`config.mk`:
```
export PLATFORM = sky130hd
export DESIGN_NAME = qcbi_div
export DESIGN_NICKNAME = d
export VERILOG_FILES = /design/src/design/qcbi_div.sv
export SDC_FILE = /design/constraint.sdc
export NUM_CORES = 2
export LEC_CHECK = 0
export BUFFER_PORTS_ARGS = -buffer_cell sky130_fd_sc_hd__buf_2
export CAP_MARGIN = 0
export CELL_PAD_IN_SITES_DETAIL_PLACEMENT = 1
export CELL_PAD_IN_SITES_GLOBAL_PLACEMENT = 1
export CORE_MARGIN = 5
export CORE_UTILIZATION = 45
export DETAILED_ROUTE_END_ITERATION = 7
export HOLD_SLACK_MARGIN = 0.03
export PLACE_DENSITY_LB_ADDON = 0.05
export SETUP_SLACK_MARGIN = 0.2
export SYNTH_ARGS = -nofsm -noshare
export SYNTH_HDL_FRONTEND = slang
export SYNTH_SLANG_ARGS = --single-unit
```
`constraint.sdc`:
```
create_clock -name i_clk -period 3 [get_ports i_clk]
set_input_delay 0.3 -clock i_clk [delete_from_list [all_inputs] [get_ports i_clk]]
set_output_delay 0.3 -clock i_clk [all_outputs]
set_load 0.02 [all_outputs]
```
`src/design/qcbi_div.sv`:
```
module qcbi_div #(
    parameter int DW = 32,
    parameter int SW = 16,
    parameter int QB = 19
) (
    input  logic          i_clk,
    input  logic          i_rst_n,
    input  logic          i_en,
    input  logic          i_valid,
    input  logic [DW-1:0] i_num,
    input  logic [SW-1:0] i_den,
    input  logic          i_neg,
    output logic          o_valid,
    output logic [QB-1:0] o_quo,
    output logic          o_ovf,
    output logic          o_neg
);

    localparam int DWP = (DW > QB) ? DW : QB + 1;
    localparam int HW  = DWP - QB;
    localparam int CWD = (HW > SW) ? HW : SW;

    logic [QB:0]    r_v;
    logic [SW-1:0]  r_rem [QB+1];
    logic [QB-1:0]  r_lq  [QB+1];
    logic [SW-1:0]  r_den [QB];
    logic           r_ovf [QB+1];
    logic           r_neg [QB+1];

    logic [DWP-1:0] w_pad;
    logic [HW-1:0]  w_hi;

    // The quotient is limited to QB bits; a larger one is flagged.
    assign w_pad = DWP'(i_num);
    assign w_hi  = w_pad[DWP-1:QB];

    always_ff @(posedge i_clk) begin
        if (!i_rst_n) begin
            r_v <= '0;
        end else if (i_en) begin
            r_v <= {r_v[QB-1:0], i_valid};
        end
    end

    always_ff @(posedge i_clk) begin
        if (i_en) begin
            r_rem[0] <= SW'(w_hi);
            r_lq[0]  <= w_pad[QB-1:0];
            r_den[0] <= i_den;
            r_ovf[0] <= CWD'(w_hi) >= CWD'(i_den);
            r_neg[0] <= i_neg;
        end
    end

    // One restoring step per stage: dividend bits shift out of the top of
    // the lq word while quotient bits shift in at the bottom.
    for (genvar k = 1; k <= QB; k++) begin : g_step
        logic [SW:0] w_trial;
        logic        w_ge;

        assign w_trial = {r_rem[k-1], r_lq[k-1][QB-1]};
        assign w_ge    = w_trial >= {1'b0, r_den[k-1]};

        always_ff @(posedge i_clk) begin
            if (i_en) begin
                r_rem[k] <= w_ge ? SW'(w_trial - {1'b0, r_den[k-1]}) : w_trial[SW-1:0];
                r_lq[k]  <= {r_lq[k-1][QB-2:0], w_ge};
                r_ovf[k] <= r_ovf[k-1];
                r_neg[k] <= r_neg[k-1];
            end
        end

        if (k < QB) begin : g_den
            always_ff @(posedge i_clk) begin
                if (i_en) begin
                    r_den[k] <= r_den[k-1];
                end
            end
        end
    end

    assign o_valid = r_v[QB];
    assign o_quo   = r_lq[QB];
    assign o_ovf   = r_ovf[QB] || (r_rem[QB] != r_rem[QB]);
    assign o_neg   = r_neg[QB];

endmodule

```
### Word-level counts from Yosys, hierarchy flattened

Memories as Yosys holds them, arrays and structs flattened.
Index checks and enable logic that the tools add are counted.
Widths: inputs -> output; s select.

* memories: 5
* register bits after elaboration: 20
* output and inout bits: 22
* memory bits (writable): 1044
* logic and storage cells: 66
* input bits: 53

Memory list
* r_lq: words 20, width 19, rd ports 20, clocked after memory_dff 0, write ports 20, RTL line 25 `logic [QB-1:0] r_lq [QB+1];`
* r_rem: words 20, width 16, rd ports 19, clocked after memory_dff 0, write ports 20, RTL line 24 `logic [SW-1:0] r_rem [QB+1];`
* r_den: words 19, width 16, rd ports 19, clocked after memory_dff 0, write ports 19, RTL line 26 `logic [SW-1:0] r_den [QB];`
* r_neg: words 20, width 1, rd ports 20, clocked after memory_dff 0, write ports 20, RTL line 28 `logic r_neg [QB+1];`
* r_ovf: words 20, width 1, rd ports 20, clocked after memory_dff 0, write ports 20, RTL line 27 `logic r_ovf [QB+1];`

* order comparisons: 20
* $add $sub $neg: 19
* multiplexer cells: 21

Operators with widths (number)
* $ge 17x16->1: 19
* $mux 16: 19
* $sub 16x16->16: 19
* $ge 13x16->1: 1
* $mux 1: 2

### Logic depth before layout (Yosys ltp)

* word-level depth: 2
* depth in mapped cells: 12
* mapped depth without buffers: 11

### Least setup slack after synthesis

Ideal clock, no wire load.

* kind: register to register
* from: memory r_den[2][1]
* to: memory r_rem[3][8] (netlist: r_rem[0][56]), data pin
* setup time: 260 ps
* stages on the path, launching flop included: 12
* arrival time: 2785 ps
* period minus slack after synthesis: 3044 ps
* data required time: 2740 ps
* buffers on the path: 1
* setup slack: -44 ps
* path through: edfxtp_1 > inv_1 > ha_1 > nor2b_1 > o31a_1 > o211ai_1 > nand2_1 > a31oi_1 > a21oi_1 > a2111oi_4 > buf_6 > mux2_2

RTL lines (RTL line)
* start, declared: 26
* end, declared: 24

==> impl_metrics.json <==
{
  "total_power_mw": 66.5,
  "async_flop_share_pct": 0,
  "design.die.area_um2": 118000,
  "maxCapViolations": 0,
  "ir_drop_v": 0.000561,
  "tightestPinTransition_ps": 946,
  "crit_chain": "inv_2, ha_4, a21o_1, or3_4, o211a_1, or2_4, a2111oi_4, nor2_2, or4_1, a32o_1",
  "dp.final_hpwl_um": 81500,
  "power_share_of_the_sequential_group_pct": 32.7,
  "n_antenna_cell": 0,
  "cts_root_buffer_type": "clkbuf_16",
  "power.net_switching_mw": 22.2,
  "timing.critical_path.slowest_cell_delay_ps": 420,
  "synthCells": 3687,
  "tritoncts": "built",
  "netlist_area_um2": 49800,
  "numClockSinks": 1045,
  "hp-class": "in -> reg",
  "grt_setup_unrepaired": "yes",
  "finalMaxSlewViolations": 0,
  "synth_warnings": 0,
  "ys_seq_area_share_pct": 62.5,
  "timing.slew.headroom_pct": 36.4,
  "core_area_um2": 110000,
  "p_leak_nw": 25.6,
  "cts.htree.levels": 3,
  "cell_internal_pwr_mw": 44.3,
  "die-width_um": 343,
  "drive_gt1_share_pct": 29.6,
  "grt_first_pass_wirelength_um": 186000,
  "synthToLayoutAreaGrowth_pct": 28.1,
  "dieHeight_um": 343,
  "drt_iter0_drc": 1570,
  "timing.final.crit_share_pct": 102,
  "post_synth_most_frequent_cells": "edfxtp_1 (1,025), inv_1 (389), ha_1 (315), a21oi_1 (195), nor2_1 (165)",
  "place.gp.congestion": 0.884,
  "setup_viol": 13,
  "clockBufferDepth": 3,
  "synth.largest_area_cell": "edfxtp_1",
  "critical_path_buf_inv_count": 1,
  "ws_path_type": "reg -> reg",
  "route.detailed.wl_per_inst_um": 20.1,
  "globalRoute.totalOverflow": 0,
  "synth_top_area_share_pct": 61.7,
  "yosysMostFrequentCell": "edfxtp_1",
  "p_clk_share_pct": 20.9,
  "critPathRequiredTime_ps": 3460,
  "clk_pin_slew_ps": 60,
  "grt_start_max_net_pins": 107,
  "critical_path.top_delay_family": "simple AND/OR/NAND/NOR gates",
  "worstPathArrival_ps": 3510,
  "yosysUniqueCellTypes": 84,
  "run_status": "complete, but fails checks",
  "vias": 31500,
  "failed_checks": "negative setup slack",
  "row_count": 122,
  "detail_route.vias_per_cell": 5.29,
  "sw_frac_of_total_pct": 33.4,
  "synth-seq-cells": 1045,
  "initial_utilization_pct": 45.2,
  "drtAntennaViolNets": 0,
  "achievable-frequency_mhz": 328,
  "mappedNetlistNets": 4073,
  "gr-usage-all-layers_pct": 19.8,
  "synth.area.top_cells": "edfxtp_1 (62%), ha_1 (7.9%), mux2_2 (3.5%)",
  "hold_violations": 0,
  "io_buffers": 74,
  "postSynthAreaPerCell_um2": 13.5,
  "tritoncts.num_buffers": 115,
  "grt_antenna_before_repair": 0,
  "endpoint_kind": "register",
  "top_level_ports": 75,
  "drt_first_pass_iters": 5,
  "worst_slack_ps": -45.6,
  "critical-path-slowest-cell": "edfxtp_1",
  "final.min_clock_period_ps": 3050,
  "total_negative_slack_ps": -250,
  "setup.worst_path.start_class": "register",
  "drt-total-wl_um": 120000,
  "design.final.nets": 4749,
  "synth_edf_count": 1025,
  "worstSkewPairLatency_ps": 720,
  "synthFlopType": "edfxtp_1",
  "drc": 0,
  "timing.clock.skew_ps": 42.3,
  "holdWs_ps": 302,
  "pwr-share-comb_pct": 46.4,
  "vias_in_the_first_global_route": 34100,
  "crit_path_max_fanout": 2,
  "power-per-cell-area_nw_per_um2": 1040
}
-- worst register-to-register path, stage by stage (launching register included) --
cell       delay [ps]
edfxtp_1          420
inv_2              90
ha_4              200
a21o_1            190
or3_4             330
o211a_1           250
or2_4             260
a2111oi_4         300
nor2_2             90
or4_1             410
a32o_1            270
-- kinds of logic after synthesis --
kind of cell             count (synthesis)  share of synthesized area (%)
adder cells (fa/ha/maj)                333                           8.63
AO/OA/AOI/OAI                          716                           9.54
multiplexers                           233                           5.13
AND/OR/NAND/NOR                        719                           7.19
XOR/XNOR                               185                           3.25
flip-flops                            1045                           62.5
buffers and inverters                  456                           3.71
-- final cells by class --
| cell class | instances | area (um2) |
|---|---|---|
| Clock buffer | 148 | 3020 |
| Clock inverter | 69 | 754 |
| Fill cell | 10600 | 46500 |
| Inverter | 392 | 1490 |
| Multi-Input combinational cell | 2186 | 19800 |
| Sequential cell | 1045 | 31200 |
| Tap cell | 1488 | 1860 |
| Timing Repair Buffer | 623 | 5770 |
-- through the flow --
stage | util (%) | setup slack, ps | instances | area (um2)
6_report | 57.9 | -45.6 | 5951 | 63900
5_1_grt | 57.9 | -160 | 5951 | 63900
3_3_place_gp | 49.2 | -255 | 5441 | 54300
2_1_floorplan | - | 66.5 | 3687 | 50200
3_5_place_dp | 49.2 | -282 | 5441 | 54300
4_1_cts | 56.3 | -35.1 | 5864 | 62100
-- placed cells by master, fill, tap and decap left out, drive strengths merged, types with 10 or more instances in the layout --
cell type	count
o31a	24
o21ai	166
a211oi	23
clkbuf	154
a211o	11
and3	16
nor3	76
nand2	162
xor2	64
o41ai	10
buf	564
xnor2	121
o21bai	15
o211ai	22
bufinv	10
nor4	13
or2	14
nor2	165
mux2i	54
nand3	59
a2111oi	17
or3	28
a21oi	198
edfxtp	1025
fa	18
o21a	59
o31ai	26
inv	394
nand2b	35
dlygate4sd3	53
a31oi	22
nand4	33
dfxtp	20
clkinv	49
mux2	179
nor2b	86
a21o	59
ha	315
-- power by group through the flow --
stage	logic (mW)	registers, mW	clock network (mW)
floorplan	15.6	21.1	0
global placement	21.1	21.9	0
detailed placement	22.1	21.9	0
CTS	28.3	21.8	14.4
global route	33.2	22.0	15.0
finish	30.9	21.8	13.9
-- layer usage --
layer	vias to the layer above	GRT usage [%]	wire, um
met5	-	0	0
met2	389	37.1	63800
met1	15800	23.4	49000
li1	15100	-	-
met3	188	2.49	3150
met4	0	6.61	3790
-- registers in the layout (all words and copies together) (netlist names) --
signal and cells:
r_v 20, r_rem 301, r_ovf 20, r_den 304, r_lq 380, r_neg 20
-- final timing paths --
check	startpoint	endpoint	slack, ps	cells after the start
setup / recovery	r_den[8][6]	r_rem[2][31]	-50	10
hold / removal	i_num[16]	r_lq[0][16]	300	2
setup reg to reg	r_den[8][6]	r_rem[2][31]	-50	10
hold reg to reg	r_lq[4][22]	r_lq[4][42]	400	0
-- repair_timing --
| action | in CTS | in global routing |
|---|---|---|
| pin swaps | 108 | 102 |
| gates resized for setup | 504 | 216 |
| hold buffers | 53 | 0 |
| setup endpoints to repair | 284 | 287 |
| hold endpoints to repair | 77 | 0 |
| buffers inserted | 135 | 84 |
| cloned | 18 | 3 |
Power figures use the tool's default switching activity.
