File: config.mk
export PLATFORM = sky130hd
export DESIGN_NAME = qcbi_delay
export DESIGN_NICKNAME = d
export VERILOG_FILES = /design/src/design/qcbi_delay.sv
export SDC_FILE = /design/constraint.sdc
export NUM_CORES = 1
export LEC_CHECK = 0
export ABC_AREA = 1
export ABC_CLOCK_PERIOD_IN_PS = 800
export BUFFER_PORTS_ARGS = -buffer_cell sky130_fd_sc_hd__buf_4
export CAP_MARGIN = 40
export CORE_MARGIN = 8
export CORE_UTILIZATION = 51
export DETAILED_ROUTE_END_ITERATION = 8
export GPL_ROUTABILITY_DRIVEN = 0
export PLACE_DENSITY = 0.74
export SYNTH_ARGS = -nofsm -noshare
export SYNTH_HDL_FRONTEND = slang
export SYNTH_SLANG_ARGS = --single-unit
File: constraint.sdc
create_clock -name i_clk -period 0.8 [get_ports i_clk]
set_input_delay 0.04 -clock i_clk [delete_from_list [all_inputs] [get_ports i_clk]]
set_output_delay 0.04 -clock i_clk [all_outputs]
set_load 0.02 [all_outputs]
File: src/design/qcbi_delay.sv
module qcbi_delay #(
    parameter int W = 8,
    parameter int N = 4
) (
    input  logic         i_clk,
    input  logic         i_en,
    input  logic [W-1:0] i_d,
    output logic [W-1:0] o_q
);

    logic [W-1:0] r_q [N];

    // Shift line that keeps side data aligned with a pipelined unit.
    always_ff @(posedge i_clk) begin
        if (i_en) begin
            r_q[0] <= i_d;
            for (int k = 1; k < N; k++) begin
                r_q[k] <= r_q[k-1];
            end
        end
    end

    assign o_q = r_q[N-1];

endmodule

======== Yosys cells after proc, flatten, opt, wreduce, memory -nomap -nowiden ========
Memories as Yosys holds them, arrays and structs flattened.
Cells that the tools add are included.
storage, ports and cells
  register bits after elaboration ......... 0
  RAM bits ................................ 32
  input port bits ......................... 10
  word-level logic and storage cells ...... 3
  memories kept ........................... 1
cells by class
  multiplexer cells ....................... 2
memories
  memory  depth  width  rd ports  clocked after memory_dff  write ports  line  RTL
  r_q     4      8      4         0                         4            11    logic [W-1:0] r_q [N];
operator list
  cell     count
  $mux W1  2

======== Longest topological paths before layout ========
Gate-level depths: netlist (run 1).
  depth after elaboration ................. 2
  mapped depth ............................ 0
  mapped depth without buffers ............ 0

======== Worst setup path before layout (run 1) ========
No wires, ideal clock.
  path kind ............................... flip-flop to flip-flop
  from .................................... mem r_q[0][0]
  to ...................................... mem r_q[1][0], data pin
  setup time .............................. 0.266 ns
  data arrival time ....................... 0.323 ns
  data required time ...................... 0.534 ns
  setup slack ............................. 0.211 ns
  cell stages (with the launch flop) ...... 1
  period minus slack after synthesis ...... 0.589 ns
  path through ............................ edfxtp_1
RTL lines
  element             line
  start: declaration  11

==> results of run 1 <==
==> worst paths after layout <==
path / start / endpoint / slack (ns)
setup / recovery: r_q[3][5] / o_q[5] / -0.08
hold reg to reg: r_q[2][7] / r_q[3][7] / 0.42
hold / removal: i_en / r_q[0][1] / 0.17
setup reg to reg: r_q[0][7] / r_q[1][7] / 0.16
==> synth_stat cells, drive strengths merged <==
master and n:
edfxtp 32
==> cell families after synthesis <==
logic type,share of synthesized area
DFF,1.000
==> cells in the final DEF, fill, tap and decap left out <==
master,count
clkbuf_1,1
buf_6,8
clkbuf_4,5
dlygate4sd3_1,8
buf_4,9
edfxtp_1,32
clkinv_2,1
==> timing repair <==
item | 4_1_cts | 5_1_grt
setup endpoints to repair | 8 | 8
endpoints found under the hold margin | 8 | 0
hold buffers | 8 | 0
cloned | 0 | 0
resized for setup | 7 | 1
==> routing by layer <==
layer	GRT usage	vias up	part of all wire
met3	0.05423	3	0.099
li1	-	192	-
met4	0.07167	0	0.020
met5	0	-	0
met2	0.1156	22	0.51
met1	0.04813	186	0.36
==> power groups by stage <==
stage | Sequential (mW) | Clock, mW | Combinational, mW
finish | 2.00 | 0.777 | 0.168
global route | 2.01 | 0.877 | 0.177
CTS | 2.01 | 0.815 | 0.169
detailed placement | 2.04 | 0 | 0.127
global placement | 2.03 | 0 | 0.122
floorplan | 2.06 | 0 | 0
==> area by class of cell <==
cell class            instances  area (um2)
Clock buffer                  6       41.29
Clock inverter                1       5.005
Fill cell                    89       469.2
Sequential cell              32       960.9
Tap cell                     25       31.28
Timing Repair Buffer         25       237.7
==> through the flow <==
| stage | area [um2] | cells | setup TNS [ns] | hold WS, ns |
|---|---|---|---|---|
| 2_1_floorplan | 960.9 | 32 | 0 | 0.1389 |
| 3_3_place_gp | 1120 | 74 | 0 | 0.2190 |
| 6_report | 1276 | 89 | -0.5959 | 0.1690 |
| 3_5_place_dp | 1120 | 74 | 0 | 0.2198 |
| 5_1_grt | 1276 | 89 | -0.9659 | 0.1597 |
| 4_1_cts | 1272 | 89 | -0.7667 | 0.1617 |
==> reports/qor.yml, run 1 <==
r2r_cells: 0
cts_sinks: 32
nNetsFinal: 74
core.rowCount: 15
synth_area_um2: 960.9
p_switching_mw: 0.5598
crit_path_max_fanout: 1
power_density_nw_per_um2: 2311
max_freq_mhz: 1136
synth.largest_area_cell: "edfxtp_1"
firstDrtPassIters: 3
layout_min_cycle_time_ns: 0.8801
multiInputGateArea_um2: 0
regMostFlops: "r_q"
outcome: "finished with violations"
numCtsBuffers: 5
setup.worst_path.end_class: "output port"
avgSynthCellArea_um2: 30.03
maxCapViolations: 0
root_buffer: "clkbuf_4"
crit_path_max_incr_delay_ns: 0.39
io_pins: 18
relSlewSlack: 0.7506
syn_inst: 32
p_seq_frac: 0.680
initial_utilization: 0.5505
ant_nets: 0
slowest_stage: "edfxtp_1"
wl_per_cell_um: 13.06
finalHoldViolCount: 0
p_total_mw: 2.949
synth.distinct_cells: 1
clockPowerShare: 0.263
arrival_ns: 0.84
layout_worst_path_cycle_share: 1.100
utilization: 0.7312
power_leakage_nw: 0.4663
setup_viol: 8
via_per_inst: 4.528
hp-class: "in -> reg"
grt_pass1_wl_mm: 1.642
yosys_register_bits: 32
drc: 0
clock_path_buffers: 2
routed_wirelength_mm: 1.162
vias: 403
tightestPinTransition_ns: 0.3741
yosysSeqAreaShare: 1.000
crit_type: "reg -> out"
numPortBuffers: 17
path_buf_inv: 1
finClkSkew_ns: 0.004513
largest_register_ffs: 32
path_depth: 1
peakVddDrop_uv: 1723
synth_warnings: 0
drt_iter0_markers: 3
num-multi-input-gates: 0
whs_path_depth: 1
insertion_delay_ns: 0.31
rsz0062_at_grt: "yes"
synth_nets: 42
path_cells: "buf_6"
drive_above_1_share: 0.3594
reg_top3: "r_q (32)"
syn_to_final_growth_pct: 32.81
path_delay_family: "flip-flops"
preCtsSetupSlack_ns: 0.06190
critPathLaunchType: "register"
grt-ovfl-total: 0
antenna_cells: 0
drv_slew: 0
synth_area_leaders: "edfxtp_1 100%"
sw_frac_of_total: 0.1898
first_global_vias: 405
finalWorstSetupSlack_ns: -0.08008
chipHeight_um: 59.41
post_cts_buffers: 0
required_ns: 0.76
internal_power_mw: 2.390
grt_max_degree: 33
die_area_um2: 3529
core_area_um2: 1745
netlist.area_leader.share: 1.000
cts_tree: "yes"
dieWidth_um: 59.41
path_clk_slew_ns: 0.09
violations: "negative setup slack"
htree_levels: 2
grt_use_total: 0.07111
power.share.combinational: 0.057
antenna_found_initial: 0
Note: power is estimated with default switching activity, not from simulation.
==> run 2, diff against run 1 <==
BUFFER_PORTS_ARGS = -buffer_cell sky130_fd_sc_hd__buf_2   (was -buffer_cell sky130_fd_sc_hd__buf_4)
MAX_ROUTING_LAYER = met4   (was not set)
==> run 2 against run 1 <==
  * Setup slack better by 0.0050 ns
  * Critical path depth did not move
  * Cell count grew 2.2%
  * Critical path type unchanged
  * Utilization unchanged
  * Fmax rose by 0.57%
  * Final area unchanged
  * Register-to-register slack about the same
  * Sequential share of layout area unchanged
  * Global-route usage is 0.61 points higher
  * The flow still finishes with violations (negative setup slack)
  * Count of clock-buffer cells in the layout increased by 1
  * Largest cell class unchanged
  * Die area unchanged
==> reports/qor.yml, run 2 (synthesized netlist as in run 1, its figures left out) <==
most-common-layout-cells: "32 x edfxtp_1, 9 x buf_2, 8 x dlygate4sd3_1, 8 x buf_6, 5 x clkbuf_4"  # was 32 x edfxtp_1, 9 x buf_4, 8 x dlygate4sd3_1, 8 x buf_6, 5 x clkbuf_4
setup_viol: 8  # unchanged
initial_utilization: 0.5505  # unchanged
power_density_nw_per_um2: 2313  # was 2311 nW/um2
path_clk_slew_ns: 0.08  # was 0.09 ns
drive_above_1_share: 0.3485  # was 0.3594
drv_slew: 0  # unchanged
outcome: "finished with violations"  # unchanged
finalHoldViolCount: 0  # unchanged
numPortBuffers: 17  # unchanged
violations: "negative setup slack"  # unchanged
highest_layer: "met4"  # unchanged
clock_path_buffers: 2  # unchanged
largest_register_ffs: 32  # unchanged
chipHeight_um: 59.41  # unchanged
grt_max_degree: 33  # unchanged
required_ns: 0.76  # about the same
grt_pass1_wl_mm: 1.807  # was 1.642 mm
die_area_um2: 3529  # unchanged
slowest_stage: "edfxtp_1"  # unchanged
wl_met1_um: 452  # was 424 um
antenna_cells: 0  # unchanged
firstDrtPassIters: 3  # unchanged
p_switching_mw: 0.5512  # was 0.5598 mW
grt_use_total: 0.07717  # was 0.07111
ant_nets: 0  # unchanged
core_area_um2: 1745  # unchanged
drt_iter0_markers: 5  # was 3
vias: 412  # was 403
core.rowCount: 15  # unchanged
dieWidth_um: 59.41  # unchanged
htree_levels: 2  # unchanged
power_leakage_nw: 0.4667  # was 0.4663 nW
routed_wirelength_mm: 1.189  # was 1.162 mm
crit_path_max_fanout: 1  # unchanged
layout_min_cycle_time_ns: 0.8751  # was 0.8801 ns
cts_tree: "yes"  # unchanged
fillers: 112  # was 89
maxCapViolations: 0  # unchanged
num-multi-input-gates: 0  # unchanged
first_global_vias: 428  # was 405
hp-class: "in -> reg"  # unchanged
crit_type: "reg -> out"  # unchanged
final_common_cell: "edfxtp_1"  # unchanged
wl_met3_um: 114  # was 115 um
setup.worst_path.end_class: "output port"  # unchanged
grt-ovfl-total: 0  # unchanged
sw_frac_of_total: 0.1867  # was 0.1898
finClkSkew_ns: 0.003342  # was 0.004513 ns
root_buffer: "clkbuf_4"  # unchanged
multiInputGateArea_um2: 0  # unchanged
relSlewSlack: 0.8938  # was 0.7506
path_delay_family: "flip-flops"  # unchanged
path_cells: "buf_6"  # unchanged
wl_per_cell_um: 13.07  # was 13.06 um
wl_met2_um: 604  # was 598 um
reg_top3: "r_q (32)"  # unchanged
layout_worst_path_cycle_share: 1.094  # was 1.100
via_per_inst: 4.527  # was 4.528
numCtsBuffers: 5  # unchanged
path_buf_inv: 1  # unchanged
drc: 0  # unchanged
regMostFlops: "r_q"  # unchanged
hold_slack_ns: 0.1718  # was 0.1690 ns
critPathLaunchType: "register"  # unchanged
insertion_delay_ns: 0.30  # was 0.31 ns
internal_power_mw: 2.401  # was 2.390 mW
antenna_found_initial: 0  # unchanged
p_total_mw: 2.952  # was 2.949 mW
syn_to_final_growth_pct: 32.81  # unchanged
tightestPinTransition_ns: 0.1592  # was 0.3741 ns
arrival_ns: 0.84  # about the same
clockPowerShare: 0.265  # was 0.263
crit_path_max_incr_delay_ns: 0.39  # about the same
preCtsSetupSlack_ns: 0.1492  # was 0.06190 ns
nNetsFinal: 75  # was 74
peakVddDrop_uv: 2232  # was 1723 uV
cts_sinks: 32  # unchanged
power.share.combinational: 0.057  # about the same
io_pins: 18  # unchanged
rsz0062_at_grt: "yes"  # unchanged
finalWorstSetupSlack_ns: -0.07506  # was -0.08008 ns
p_seq_frac: 0.679  # was 0.680
max_freq_mhz: 1143  # was 1136 MHz
==> run 2: cell types whose count changed in the layout (fill, tap and decap cells not counted) <==
cell / delta
clkinv_1: +1
clkinv_2: -1
buf_2: +9
clkbuf_1: +1
buf_12: +1
buf_4: -9
==> run 2: routing by layer <==
| metal | track usage | vias up |
|---|---|---|
| met1 | 0.05882 | 190 |
| li1 | - | 195 |
| met3 | 0.05206 | 4 |
| met4 | 0.05119 | 0 |
| met5 | - | - |
| met2 | 0.1279 | 23 |
==> run 2: per-stage QoR <==
stage / setup TNS, ns / std cells / utilization / area, um2
5_1_grt: -0.9384 / 91 / 0.7312 / 1276
3_5_place_dp: 0 / 75 / 0.6287 / 1097
4_1_cts: -0.6887 / 91 / 0.7025 / 1226
3_3_place_gp: 0 / 75 / 0.6287 / 1097
2_1_floorplan: 0 / 32 / - / 960.9
6_report: -0.5644 / 91 / 0.7312 / 1276
==> run 2: power groups by stage <==
stage	Combinational [mW]	Sequential, mW	Clock, mW
final	0.168	2.00	0.781
after global placement	0.110	2.03	0
after floorplan	0	2.06	0
after global routing	0.177	2.02	0.881
after CTS	0.142	2.00	0.817
after detailed placement	0.113	2.04	0
==> run 2: worst paths after layout <==
check                                from        end  slack, ns  cells past startpoint
worst max-delay path            r_q[3][2]     o_q[2]      -0.08                      1
worst min-delay path                 i_en  r_q[0][0]       0.17                      2
worst max register to register  r_q[1][0]  r_q[2][0]       0.16                      0
worst min register to register  r_q[0][0]  r_q[1][0]       0.42                      0
==> run 2: area by class of cell <==
class	count	area (um2)	share of cell area
Timing Repair Buffer	26	235.2	0.1843
Sequential cell	32	960.9	0.7529
Clock inverter	1	3.754	0.002941
Clock buffer	7	45.04	0.03529
Tap cell	25	31.28	0.02451
==> run 2: what timing repair did <==
item                                    in CTS  in global routing
endpoints found under the hold margin        8                  0
gates resized for setup                      0                 16
endpoints found under the setup margin       8                  8
pin swaps                                    0                  0
setup buffers                                0                  0
hold buffers                                 8                  0
